[src/design/olib_pkg.sv]
// Shared definitions for the ordered list block: command and status codes,
// beat field widths and the per-cell control bundle. No dependencies.
package olib_pkg;

	localparam int CAPACITY_DEF = 16;
	localparam int ID_BITS_DEF  = 16;

	localparam int OP_W      = 2;
	localparam int FIELD_ID_W = 16;
	localparam int PAY_W     = 64;
	localparam int STATUS_W  = 3;

	localparam int IN_BITS   = OP_W + FIELD_ID_W + PAY_W + FIELD_ID_W;
	localparam int IN_DATA_W = ((IN_BITS + 7) / 8) * 8;
	localparam int OUT_BITS  = STATUS_W + FIELD_ID_W + PAY_W;
	localparam int OUT_DATA_W = ((OUT_BITS + 7) / 8) * 8;

	localparam logic [OP_W-1:0] OP_APPEND = 2'd0;
	localparam logic [OP_W-1:0] OP_INSERT = 2'd1;
	localparam logic [OP_W-1:0] OP_READ   = 2'd2;

	localparam logic [STATUS_W-1:0] ST_APPENDED    = 3'd0;
	localparam logic [STATUS_W-1:0] ST_AT_HEAD     = 3'd1;
	localparam logic [STATUS_W-1:0] ST_INSIDE      = 3'd2;
	localparam logic [STATUS_W-1:0] ST_EMPTY_NOKEY = 3'd3;
	localparam logic [STATUS_W-1:0] ST_KEY_MISSING = 3'd4;
	localparam logic [STATUS_W-1:0] ST_FULL        = 3'd5;
	localparam logic [STATUS_W-1:0] ST_ENTRY       = 3'd6;
	localparam logic [STATUS_W-1:0] ST_LIST_EMPTY  = 3'd7;

	typedef struct packed {
		logic rot;
		logic shift;
		logic load;
	} cell_ctl_t;

endpackage

[src/design/olib_cell.sv]
// One list slot of the cell row: holds an id and a payload word.
// Loads a new entry, takes its lower neighbor, or takes its upper neighbor.
// Depends on olib_pkg.
module olib_cell #(
	parameter int KEY_W = 16
) (
	input  logic                    clk,
	input  olib_pkg::cell_ctl_t     ctl,
	input  logic [KEY_W-1:0]        new_id,
	input  logic [olib_pkg::PAY_W-1:0] new_payload,
	input  logic [KEY_W-1:0]        prev_id,
	input  logic [olib_pkg::PAY_W-1:0] prev_payload,
	input  logic [KEY_W-1:0]        next_id,
	input  logic [olib_pkg::PAY_W-1:0] next_payload,
	output logic [KEY_W-1:0]        id,
	output logic [olib_pkg::PAY_W-1:0] payload
);
	import olib_pkg::*;

	logic [KEY_W-1:0] id_q;
	logic [PAY_W-1:0] payload_q;

	always_ff @(posedge clk) begin
		if (ctl.load) begin
			id_q      <= new_id;
			payload_q <= new_payload;
		end else if (ctl.shift) begin
			id_q      <= prev_id;
			payload_q <= prev_payload;
		end else if (ctl.rot) begin
			id_q      <= next_id;
			payload_q <= next_payload;
		end
	end

	assign id      = id_q;
	assign payload = payload_q;

endmodule

[src/design/ordered_list_insert_before_key.sv]
// Ordered list store: top level with the command sequencer and the cell row.
// Append, full and empty results are registered straight from the idle state. Insert-before
// rotates the whole row once past the head cell to find the key, then shifts the new
// entry in. Readout rotates the whole row once, one entry a cycle while the output is
// taken. Reset clears the count; entry contents stay unknown.
module ordered_list_insert_before_key #(
	parameter int CAPACITY = olib_pkg::CAPACITY_DEF,
	parameter int ID_BITS  = olib_pkg::ID_BITS_DEF
) (
	input  logic                            clk,
	input  logic                            arst_n,
	input  logic                            s_tvalid,
	output logic                            s_tready,
	// opcode[1:0], new_id[17:2], new_payload[81:18], key_id[97:82], zero pad above.
	input  logic [olib_pkg::IN_DATA_W-1:0]  s_tdata,
	output logic                            m_tvalid,
	input  logic                            m_tready,
	// status[2:0], entry_id[18:3], entry_payload[82:19], zero pad above.
	output logic [olib_pkg::OUT_DATA_W-1:0] m_tdata,
	output logic                            m_tlast
);
	import olib_pkg::*;

	localparam int KEY_W = (ID_BITS < FIELD_ID_W) ? ID_BITS : FIELD_ID_W;
	localparam int CW    = $clog2(CAPACITY + 1);
	localparam int PW    = $clog2(CAPACITY);

	typedef enum logic [1:0] {IDLE, SCAN, SHIFT, READ} state_t;

	state_t            state_q;
	logic [CW-1:0]     count_q;
	logic [PW-1:0]     step_q;
	logic [PW-1:0]     pos_q;
	logic              found_q;
	logic [KEY_W-1:0]  key_q;
	logic [KEY_W-1:0]  new_id_q;
	logic [PAY_W-1:0]  new_pay_q;
	logic              out_valid_q;
	logic [STATUS_W-1:0] out_status_q;
	logic [KEY_W-1:0]  out_id_q;
	logic [PAY_W-1:0]  out_pay_q;
	logic              out_last_q;

	logic [OP_W-1:0]   in_op;
	logic [KEY_W-1:0]  in_new_id;
	logic [PAY_W-1:0]  in_pay;
	logic [KEY_W-1:0]  in_key;

	logic [KEY_W-1:0]  cell_id  [CAPACITY];
	logic [PAY_W-1:0]  cell_pay [CAPACITY];
	cell_ctl_t         cell_ctl [CAPACITY];

	logic slot_free, accept, rot, step_last, step_used, head_match, read_adv;
	logic [KEY_W-1:0] load_id;
	logic [PAY_W-1:0] load_pay;

	assign in_op     = s_tdata[OP_W-1:0];
	assign in_new_id = s_tdata[OP_W +: KEY_W];
	assign in_pay    = s_tdata[OP_W + FIELD_ID_W +: PAY_W];
	assign in_key    = s_tdata[OP_W + FIELD_ID_W + PAY_W +: KEY_W];

	assign slot_free  = !out_valid_q || m_tready;
	assign s_tready   = (state_q == IDLE) && slot_free;
	assign accept     = s_tvalid && s_tready;
	assign step_last  = (step_q == PW'(CAPACITY - 1));
	assign step_used  = (CW'(step_q) < count_q);
	assign head_match = step_used && !found_q && (cell_id[0] == key_q);
	assign read_adv   = !step_used || slot_free;
	assign rot        = (state_q == SCAN) || ((state_q == READ) && read_adv);
	assign load_id    = (state_q == IDLE) ? in_new_id : new_id_q;
	assign load_pay   = (state_q == IDLE) ? in_pay : new_pay_q;

	for (genvar i = 0; i < CAPACITY; i++) begin : g_cell
		localparam int NX = (i + 1) % CAPACITY;
		localparam int PV = (i == 0) ? 0 : i - 1;

		always_comb begin
			cell_ctl[i].rot   = rot;
			cell_ctl[i].shift = (state_q == SHIFT) && (PW'(i) > pos_q);
			cell_ctl[i].load  = ((state_q == SHIFT) && (PW'(i) == pos_q)) ||
				(accept && (in_op == OP_APPEND) && (count_q == CW'(i)));
		end

		olib_cell #(
			.KEY_W(KEY_W)
		) u_cell (
			.clk         (clk),
			.ctl         (cell_ctl[i]),
			.new_id      (load_id),
			.new_payload (load_pay),
			.prev_id     (cell_id[PV]),
			.prev_payload(cell_pay[PV]),
			.next_id     (cell_id[NX]),
			.next_payload(cell_pay[NX]),
			.id          (cell_id[i]),
			.payload     (cell_pay[i])
		);
	end

	always_ff @(posedge clk or negedge arst_n) begin
		if (!arst_n) begin
			state_q     <= IDLE;
			count_q     <= '0;
			step_q      <= '0;
			pos_q       <= '0;
			found_q     <= 1'b0;
			out_valid_q <= 1'b0;
		end else begin
			if (m_tready) begin
				out_valid_q <= 1'b0;
			end
			case (state_q)
				IDLE: begin
					step_q  <= '0;
					found_q <= 1'b0;
					if (accept) begin
						key_q     <= in_key;
						new_id_q  <= in_new_id;
						new_pay_q <= in_pay;
						out_id_q  <= '0;
						out_pay_q <= '0;
						out_last_q <= 1'b1;
						case (in_op)
							OP_APPEND: begin
								out_valid_q <= 1'b1;
								if (count_q == CW'(CAPACITY)) begin
									out_status_q <= ST_FULL;
								end else begin
									out_status_q <= ST_APPENDED;
									count_q      <= count_q + CW'(1);
								end
							end
							OP_INSERT: begin
								if (count_q == '0) begin
									out_valid_q  <= 1'b1;
									out_status_q <= ST_EMPTY_NOKEY;
								end else if (count_q == CW'(CAPACITY)) begin
									out_valid_q  <= 1'b1;
									out_status_q <= ST_FULL;
								end else begin
									state_q <= SCAN;
								end
							end
							OP_READ: begin
								if (count_q == '0) begin
									out_valid_q  <= 1'b1;
									out_status_q <= ST_LIST_EMPTY;
								end else begin
									state_q <= READ;
								end
							end
							default: begin
							end
						endcase
					end
				end
				SCAN: begin
					step_q <= step_q + PW'(1);
					if (head_match) begin
						found_q <= 1'b1;
						pos_q   <= step_q;
					end
					if (step_last) begin
						if (found_q || head_match) begin
							state_q <= SHIFT;
						end else begin
							state_q      <= IDLE;
							out_valid_q  <= 1'b1;
							out_status_q <= ST_KEY_MISSING;
							out_id_q     <= '0;
							out_pay_q    <= '0;
							out_last_q   <= 1'b1;
						end
					end
				end
				SHIFT: begin
					state_q      <= IDLE;
					count_q      <= count_q + CW'(1);
					out_valid_q  <= 1'b1;
					out_status_q <= (pos_q == '0) ? ST_AT_HEAD : ST_INSIDE;
					out_id_q     <= '0;
					out_pay_q    <= '0;
					out_last_q   <= 1'b1;
				end
				READ: begin
					if (read_adv) begin
						step_q <= step_q + PW'(1);
						if (step_used) begin
							out_valid_q  <= 1'b1;
							out_status_q <= ST_ENTRY;
							out_id_q     <= cell_id[0];
							out_pay_q    <= cell_pay[0];
							out_last_q   <= (CW'(CW'(step_q) + CW'(1)) == count_q);
						end
						if (step_last) begin
							state_q <= IDLE;
						end
					end
				end
				default: begin
					state_q <= IDLE;
				end
			endcase
		end
	end

	assign m_tvalid = out_valid_q;
	assign m_tlast  = out_last_q;
	assign m_tdata  = {{(OUT_DATA_W - OUT_BITS){1'b0}}, out_pay_q,
		FIELD_ID_W'(out_id_q), out_status_q};

endmodule
[config.mk]
export PLATFORM = sky130hd
export DESIGN_NAME = ordered_list_insert_before_key
export DESIGN_NICKNAME = d
export VERILOG_FILES = /design/src/design/olib_pkg.sv /design/src/design/olib_cell.sv /design/src/design/ordered_list_insert_before_key.sv
export SDC_FILE = /design/constraint.sdc
export NUM_CORES = 2
export LEC_CHECK = 0
export BUFFER_PORTS_ARGS = -buffer_cell sky130_fd_sc_hd__buf_4
export CAP_MARGIN = 10
export CORE_MARGIN = 2
export CORE_UTILIZATION = 42
export CTS_CLUSTER_DIAMETER = 30
export CTS_CLUSTER_SIZE = 20
export DETAILED_ROUTE_END_ITERATION = 10
export PLACE_DENSITY = 0.54
export SETUP_SLACK_MARGIN = 0.2
export SLEW_MARGIN = 30
export SYNTH_ARGS = -nofsm -noshare
export SYNTH_HDL_FRONTEND = slang
export SYNTH_SLANG_ARGS = --single-unit
[constraint.sdc]
create_clock -name clk -period 24.5 [get_ports clk]
set_clock_uncertainty 0.1 [all_clocks]
set_input_delay 0 -clock clk [delete_from_list [all_inputs] [get_ports clk]]
set_output_delay 0 -clock clk [all_outputs]
set_load 0.01 [all_outputs]
# Yosys cells after proc, flatten, opt, wreduce, memory -nomap -nowiden
# Cells that the tools add are included.
dict set report classes {
  add_sub_neg 3
  n_mul 0
  div_mod_pow 0
  magnitude_cmp 17
  n_eq_ne 56
  shift 0
  mux 157
  bitwise_logic 0
  n_reduce_logical 109
}
# cell n
set op_table {}
lappend op_table {{$mux W64} 54}
lappend op_table {{$mux W16} 54}
lappend op_table {{$pmux W64 S4} 1}
lappend op_table {{$pmux W16 S4} 1}
lappend op_table {{$logic_and A1 B1 Y1} 54}
lappend op_table {{$reduce_bool A3 Y1} 16}
lappend op_table {{$eq A5 B4 Y1 const B} 8}
lappend op_table {{$eq A4 B4 Y1 const A} 8}
lappend op_table {{$gt A4 B4 Y1 const A} 8}
lappend op_table {{$mux W3} 9}
lappend op_table {{$eq A5 B3 Y1 const B} 4}
lappend op_table {{$logic_or A1 B1 Y1} 20}
lappend op_table {{$mux W2} 9}
lappend op_table {{$ne A2 B2 Y1 const B} 9}
lappend op_table {{$eq A16 B16 Y1} 1}
lappend op_table {{$eq A3 B4 Y1 const A} 4}
lappend op_table {{$gt A3 B4 Y1 const A} 4}
lappend op_table {{$mux W1} 15}
lappend op_table {{$mux W5} 3}
lappend op_table {{$ne A3 B3 Y1 const B} 4}
lappend op_table {{$pmux W3 S4} 1}
lappend op_table {{$pmux W4 S3} 1}
lappend op_table {{$eq A5 B2 Y1 const B} 2}
lappend op_table {{$pmux W5 S2} 1}
lappend op_table {{other kinds (36)} 51}
dict set report word_totals {
  register_bits 1477
  latchBits 0
  ramBits 0
  romBits 0
  input_bits 108
  output_inout_bits 91
  wordCells 387
  n_memories 0
}

# Depth between registers and ports, before layout
dict set report logic_depth {
  word_depth 9
  mapped_depth 10
  ltp_nobuf 7
}

# Modules after synthesis
# Synthesis repeated with hierarchy kept, for this count alone.
dict set report hier_totals {
  cells_unflattened 6353
  hier_area_um2 75067.0
}
# mod instances cells_per_inst area_each_um2 seq_area_each_um2
set by_module_without_submodules {}
lappend by_module_without_submodules {olib_cell 16 348 4134.0 2402.3}
lappend by_module_without_submodules {ordered_list_insert_before_key 1 785 8923.6 5830.6}

# Least setup slack after synthesis
# Ideal clock, no wire load.
dict set report synth_timing {
  path_kind {reg-to-reg}
  from {reg count_q[3]}
  to {reg out_last_q (netlist: m_tlast) (enable)}
  setup_ps 636
  arrival_ps 7372
  required_time_ps 23764
  path_slack_ps 16392
  stages_incl_launch_ff 9
  path_buffers 1
  synth_period_minus_slack_ps 8108
  path_cell_list {dfrtp_1 > buf_2 > inv_1 > ha_1 > a21oi_1 > nor2_1 > nor3_1 > nand3_1 > nor3b_1}
}
dict set report synth_via {
  elab_chain_cells 6
  elab_cells_between_ends 10
  classes_between {order compare: 1; eq/ne: 3; reduce/logical: 6}
}
# item line_no
set synth_rtl {}
lappend synth_rtl {{start, declared} ordered_list_insert_before_key.sv:31} ;# logic [CW-1:0] count_q;
lappend synth_rtl {{start signal, assigned} ordered_list_insert_before_key.sv:130} ;# count_q <= count_q + CW'(1);
lappend synth_rtl {{start signal, assigned} ordered_list_insert_before_key.sv:178} ;# count_q <= count_q + CW'(1);
lappend synth_rtl {{$lt A4 B5 Y1 (*)} ordered_list_insert_before_key.sv:66} ;# assign step_used = (CW'(step_q) < count_q);
lappend synth_rtl {{$logic_and A1 B1 Y1 (2 in a row)} ordered_list_insert_before_key.sv:67} ;# assign head_match = step_used && !found_q && (cell_id[0] == key_q);
lappend synth_rtl {{$logic_or A1 B1 Y1} ordered_list_insert_before_key.sv:164} ;# if (found_q || head_match) begin
lappend synth_rtl {{$ne A2 B2 Y1 (no source line)} -}
lappend synth_rtl {{$reduce_and A6 Y1 (no source line) (*)} -}
lappend synth_rtl {{end signal, assigned} ordered_list_insert_before_key.sv:193} ;# out_last_q <= (CW'(CW'(step_q) + CW'(1)) == count_q);
lappend synth_rtl {{end, declared} ordered_list_insert_before_key.sv:42} ;# logic out_last_q;
# Mark *: on every way between the ends. The rest lies on a longest branch, timed or not.
# A chain may end at the register's enable or synchronous reset.

# Worst setup path after layout
dict set report layout_timing {
  from {reg state_q[0]}
  to {reg g_cell[2].u_cell.payload_q[30] (enable)}
}
dict set report layout_via {
  elab_chain_cells 7
  elab_cells_between_ends 14
  classes_between {eq/ne: 3; reduce/logical: 11}
}
# item line_no
set layout_rtl {}
lappend layout_rtl {{start, declared} ordered_list_insert_before_key.sv:30} ;# state_t state_q;
lappend layout_rtl {{start signal, assigned} ordered_list_insert_before_key.sv:102} ;# state_q <= IDLE;
lappend layout_rtl {{start signal, assigned} ordered_list_insert_before_key.sv:141} ;# state_q <= SCAN;
lappend layout_rtl {{start signal, assigned} ordered_list_insert_before_key.sv:149} ;# state_q <= READ;
lappend layout_rtl {{$logic_not A2 Y1} ordered_list_insert_before_key.sv:63} ;# assign s_tready = (state_q == IDLE) && slot_free;
lappend layout_rtl {{$logic_and A1 B1 Y1} ordered_list_insert_before_key.sv:63}
lappend layout_rtl {{$logic_and A1 B1 Y1} ordered_list_insert_before_key.sv:64} ;# assign accept = s_tvalid && s_tready;
lappend layout_rtl {{$logic_and A1 B1 Y1 (2 in a row)} ordered_list_insert_before_key.sv:81} ;# (accept && (in_op == OP_APPEND) && (count_q == CW'(i)));
lappend layout_rtl {{$logic_or A1 B1 Y1} ordered_list_insert_before_key.sv:80} ;# cell_ctl[i].load = ((state_q == SHIFT) && (PW'(i) == pos_q)) ||
lappend layout_rtl {{$reduce_bool A3 Y1 (no source line) (*)} -}
lappend layout_rtl {{end signal, assigned} olib_cell.sv:26} ;# payload_q <= new_payload;
lappend layout_rtl {{end signal, assigned} olib_cell.sv:29} ;# payload_q <= prev_payload;
lappend layout_rtl {{end signal, assigned} olib_cell.sv:32} ;# payload_q <= next_payload;
lappend layout_rtl {{end, declared} olib_cell.sv:21} ;# logic [PAY_W-1:0] payload_q;
# Marks and branches as above.

==> run summary <==
Run status
• outcome: complete, no violations

Floorplan
• horizontal extent of the die: 418 µm
• ports placed on the boundary: 199
• Chip Height: 418 µm
• initial core utilization: 42.4%
• Floorplan Core Area: 170000 µm²
• row count: 151
• Die Footprint: 175000 µm²

Worst setup path
• top fanout value on the critical path: 48
• Reg2Reg Launch Point: state_q[0]
• required time of the critical path: 24910 ps
• R2R Path End: g_cell[2].u_cell.payload[30]
• reg-to-reg slack, setup: 19130 ps
• Top cell by count, worst path: sky130_fd_sc_hd__buf_4
• kind of cell adding the most delay to the critical path: buffers and inverters
• category of the critical setup timing path: reg2reg
• slowest stage cell, crit path: sky130_fd_sc_hd__dfrtp_4
• number of buffer and inverter instances along the worst setup path: 4
• Reg2Reg Depth: 7
• largest stage delay on the critical path: 690 ps
• data arrival time of the worst path: 5780 ps
• Worst Setup Start Kind: flip-flop
• crit end category: flip-flop
• critical-path cell list: nor3b_4 > buf_4 > nand2b_4 > buf_4 > nand3_4 > buf_4 > buf_4

STA
• worst-margin pin slew: 1090 ps
• headroom to the max-slew limit: 27.4%
• Hold Vio Cnt, Final: 0
• Max Transition Viols Final: 0
• share of the clock period used by the worst path: 21.9%
• final critical path time including I/O delays and setup: 5370 ps
• count of final setup violators: 0
• smallest hold slack: 162 ps
• highest achievable clock rate: 186 MHz
• unrepaired setup endpoints after global routing: no
• setup tns final: 0 ps

Logic synthesis
• adder and majority gate portion of the synthesized area: 0.243%
• Synth Area in Compound Gates: 11.1%
• largest family of logic cells by synthesized area: simple AND/OR/NAND/NOR gates
• Mapped Area: 72000 µm²
• Yosys top cell by area: sky130_fd_sc_hd__edfxtp_1
• unique cell type count in the Yosys netlist: 64
• basic-gate share of the synthesized area counting and, or, nand and nor cells: 20.4%
• cells after synthesis: 7416
• Yosys top cell area share: 60.9%
• async set-reset flop share out of synthesis: 1.15%
• multiplexer area fraction after synthesis: 2.60%
• top post-synthesis cells by area: sky130_fd_sc_hd__edfxtp_1 (61%), sky130_fd_sc_hd__nand2_1 (13%), sky130_fd_sc_hd__a31oi_1 (10%)
• fraction of synthesized cell area in xor and xnor cells: 0.280%
• syn avg cell area: 9.70 µm²
• total of flip-flops plus latches after synthesis: 1477
• Main synth FF type: sky130_fd_sc_hd__edfxtp_1
• total number of yosys warnings: 0
• number of synthesized flops with an enable pin: 1460
• sequential fraction of the synthesis area: 61.5%

Placement
• number of buffers inserted by port buffering: 187
• RD Place Congestion: 0.839
• HPWL Detailed: 143000 µm

Drt
• remaining antenna violation count: 0
• drt initial violations: 7293
• post-DR vias/cell: 6.02
• post-route DRC violation count: 0
• Routed WL: 270000 µm
• 1st-pass router iterations: 7
• wire length per cell: 26.5 µm
• routed vias: 61316

Global route
• largest net degree at the start of global routing: 161
• global-route wire length before repair: 394000 µm
• via count of the first global-routing pass: 60142
• number of antenna violations at the first check in global routing: 8
• GRT overflow: 0
• Overall Global Routing Usage: 30.3%

Power and ir drop
• Leak Pwr: 35.4 nW
• maximum ir drop on the vdd rail: 0.000101 V
• power after layout: 13.3 mW
• power density normalized to cell area: 147 nW/µm²

CTS
• clock-pin slew reported for the worst setup and hold paths after clock tree synthesis: 40 ps
• # clock sinks: 1477
• buffer count from post-CTS setup fixing: 0
• H-tree depth reported by CTS: 5
• cells resized by post-CTS repair: 0
• Max Root-Sink Buffers: 4
• clock tree from TritonCTS: yes
• Inserted Clock Buffers: 380
• clock insertion delay at the later pin of the skew report: 940 ps
• root cell of the clock tree: sky130_fd_sc_hd__clkbuf_16

Layout
• most frequent cells in the layout: sky130_fd_sc_hd__nand2_1 (2419), sky130_fd_sc_hd__edfxtp_1 (1460), sky130_fd_sc_hd__nor2_1 (1221), sky130_fd_sc_hd__a31oi_1 (1203), sky130_fd_sc_hd__clkbuf_16 (383)
• most frequent standard cell in the layout excluding fill and tap cells: sky130_fd_sc_hd__nand2_1
• share of the core filled with cells: 53.1%
• FILL cells: 14882
• layout cells sized above 1: 13.9%
• layout overhead on the synthesized area: 25.4%
• count of nets after finishing: 7787

Min path
• classification of the worst-slack hold path: in2async

Run
• number of max-capacitance violations reported: 0

synthesized netlist by cell type, types with 9 or more instances:
library cell	instances
sky130_fd_sc_hd__nand2_1	2426
sky130_fd_sc_hd__edfxtp_1	1460
sky130_fd_sc_hd__nor2_1	1226
sky130_fd_sc_hd__a31oi_1	1204
sky130_fd_sc_hd__clkbuf_1	451
sky130_fd_sc_hd__mux2_2	159
sky130_fd_sc_hd__buf_2	152
sky130_fd_sc_hd__and3_1	82
sky130_fd_sc_hd__buf_1	31
sky130_fd_sc_hd__nand3_1	20
sky130_fd_sc_hd__xnor2_1	20
sky130_fd_sc_hd__dfrtp_1	17
sky130_fd_sc_hd__inv_1	17
sky130_fd_sc_hd__a21oi_1	15
sky130_fd_sc_hd__ha_1	14
sky130_fd_sc_hd__o21ai_0	10
sky130_fd_sc_hd__nand2b_1	9
state kept, by name, summed over array words and instances (netlist names):
signal / count
count_q: 5
key_q: 16
m_tlast: 1
new_id_q: 16
out_id_q: 16
new_pay_q: 64
g_cell.u_cell.id: 256
found_q: 1
out_pay_q: 64
state_q: 2
step_q: 4
m_tvalid: 1
pos_q: 4
out_status_q: 3
g_cell.u_cell.payload: 1024
cell type report:
| class | count | area [µm²] | share of cell area [%] |
|---|---|---|---|
| flip-flops and latches | 1477 | 44300 | 49.1 |
| multi-input cells | 5278 | 25600 | 28.3 |
| clock buffers | 437 | 9810 | 10.9 |
| repair buffers | 510 | 4710 | 5.22 |
| clock inverters | 247 | 3030 | 3.36 |
| well taps | 2218 | 2780 | 3.07 |
| inverters | 18 | 67.6 | 0.0749 |
| diodes | 5 | 12.5 | 0.0139 |
per-layer routing:
| metal | global-route usage (%) | vias up | wire [µm] |
|---|---|---|---|
| li1 | - | 26787 | - |
| met1 | 39.6 | 30207 | 106000 |
| met2 | 48.8 | 3545 | 124000 |
| met3 | 5.56 | 777 | 26300 |
| met4 | 14.5 | 0 | 13900 |
| met5 | 0 | - | 0 |
power by group:
| group | switching, mW | internal (mW) |
|---|---|---|
| clock | 1.56 | 3.54 |
| sequential | 0.770 | 4.66 |
| combinational | 1.86 | 0.920 |
| total | 4.19 | 9.12 |
cell families (layout without fill, tap and decap cells):
family | Yosys count | in the layout
fa+ha+maj | 14 | 14
compound gates | 1266 | 1266
mux | 166 | 166
buf+inv | 665 | 1212
flops | 1477 | 1477
xor+xnor | 23 | 23
other cells | 1 | 10
simple gates | 3804 | 3804
through the flow:
step           std cells  worst slack [ps]  area [µm²]
2_1_floorplan       7420             16390       72000
5_1_grt            10186             19080       90200
3_5_place_dp        9294             19230       75200
6_report           10190             19130       90300
3_3_place_gp        9281             18710       74900
4_1_cts            10178             19180       90100
worst reg2reg max path, cell delays in order (launching register included):
cell and delay [ps]:
sky130_fd_sc_hd__dfrtp_4 690, sky130_fd_sc_hd__nor3b_4 270, sky130_fd_sc_hd__buf_4 690, sky130_fd_sc_hd__nand2b_4 570
sky130_fd_sc_hd__buf_4 630, sky130_fd_sc_hd__nand3_4 590, sky130_fd_sc_hd__buf_4 660, sky130_fd_sc_hd__buf_4 670
how the worst max path moves through the flow:
| stage | from | endpoint | slack (ps) | depth (start not counted) |
|---|---|---|---|---|
| after floorplan | count_q[3] | m_tlast | 16390 | 8 |
| after global placement | pos_q[3] | g_cell[2].u_cell.payload[39] | 18710 | 6 |
| after detailed placement | state_q[0] | g_cell[2].u_cell.payload[39] | 19230 | 7 |
| after CTS | state_q[0] | g_cell[2].u_cell.payload[30] | 19180 | 7 |
| after global routing | state_q[0] | g_cell[5].u_cell.id[10] | 19080 | 7 |
| final | state_q[0] | g_cell[2].u_cell.payload[30] | 19130 | 7 |
repair_timing:
| item | 4_1_cts | 5_1_grt |
|---|---|---|
| endpoints found under the setup margin | 0 | 0 |
| hold buffers | 200 | 1 |
| hold endpoints to repair | 1497 | 17 |
Note: power is estimated with default switching activity, not from simulation.
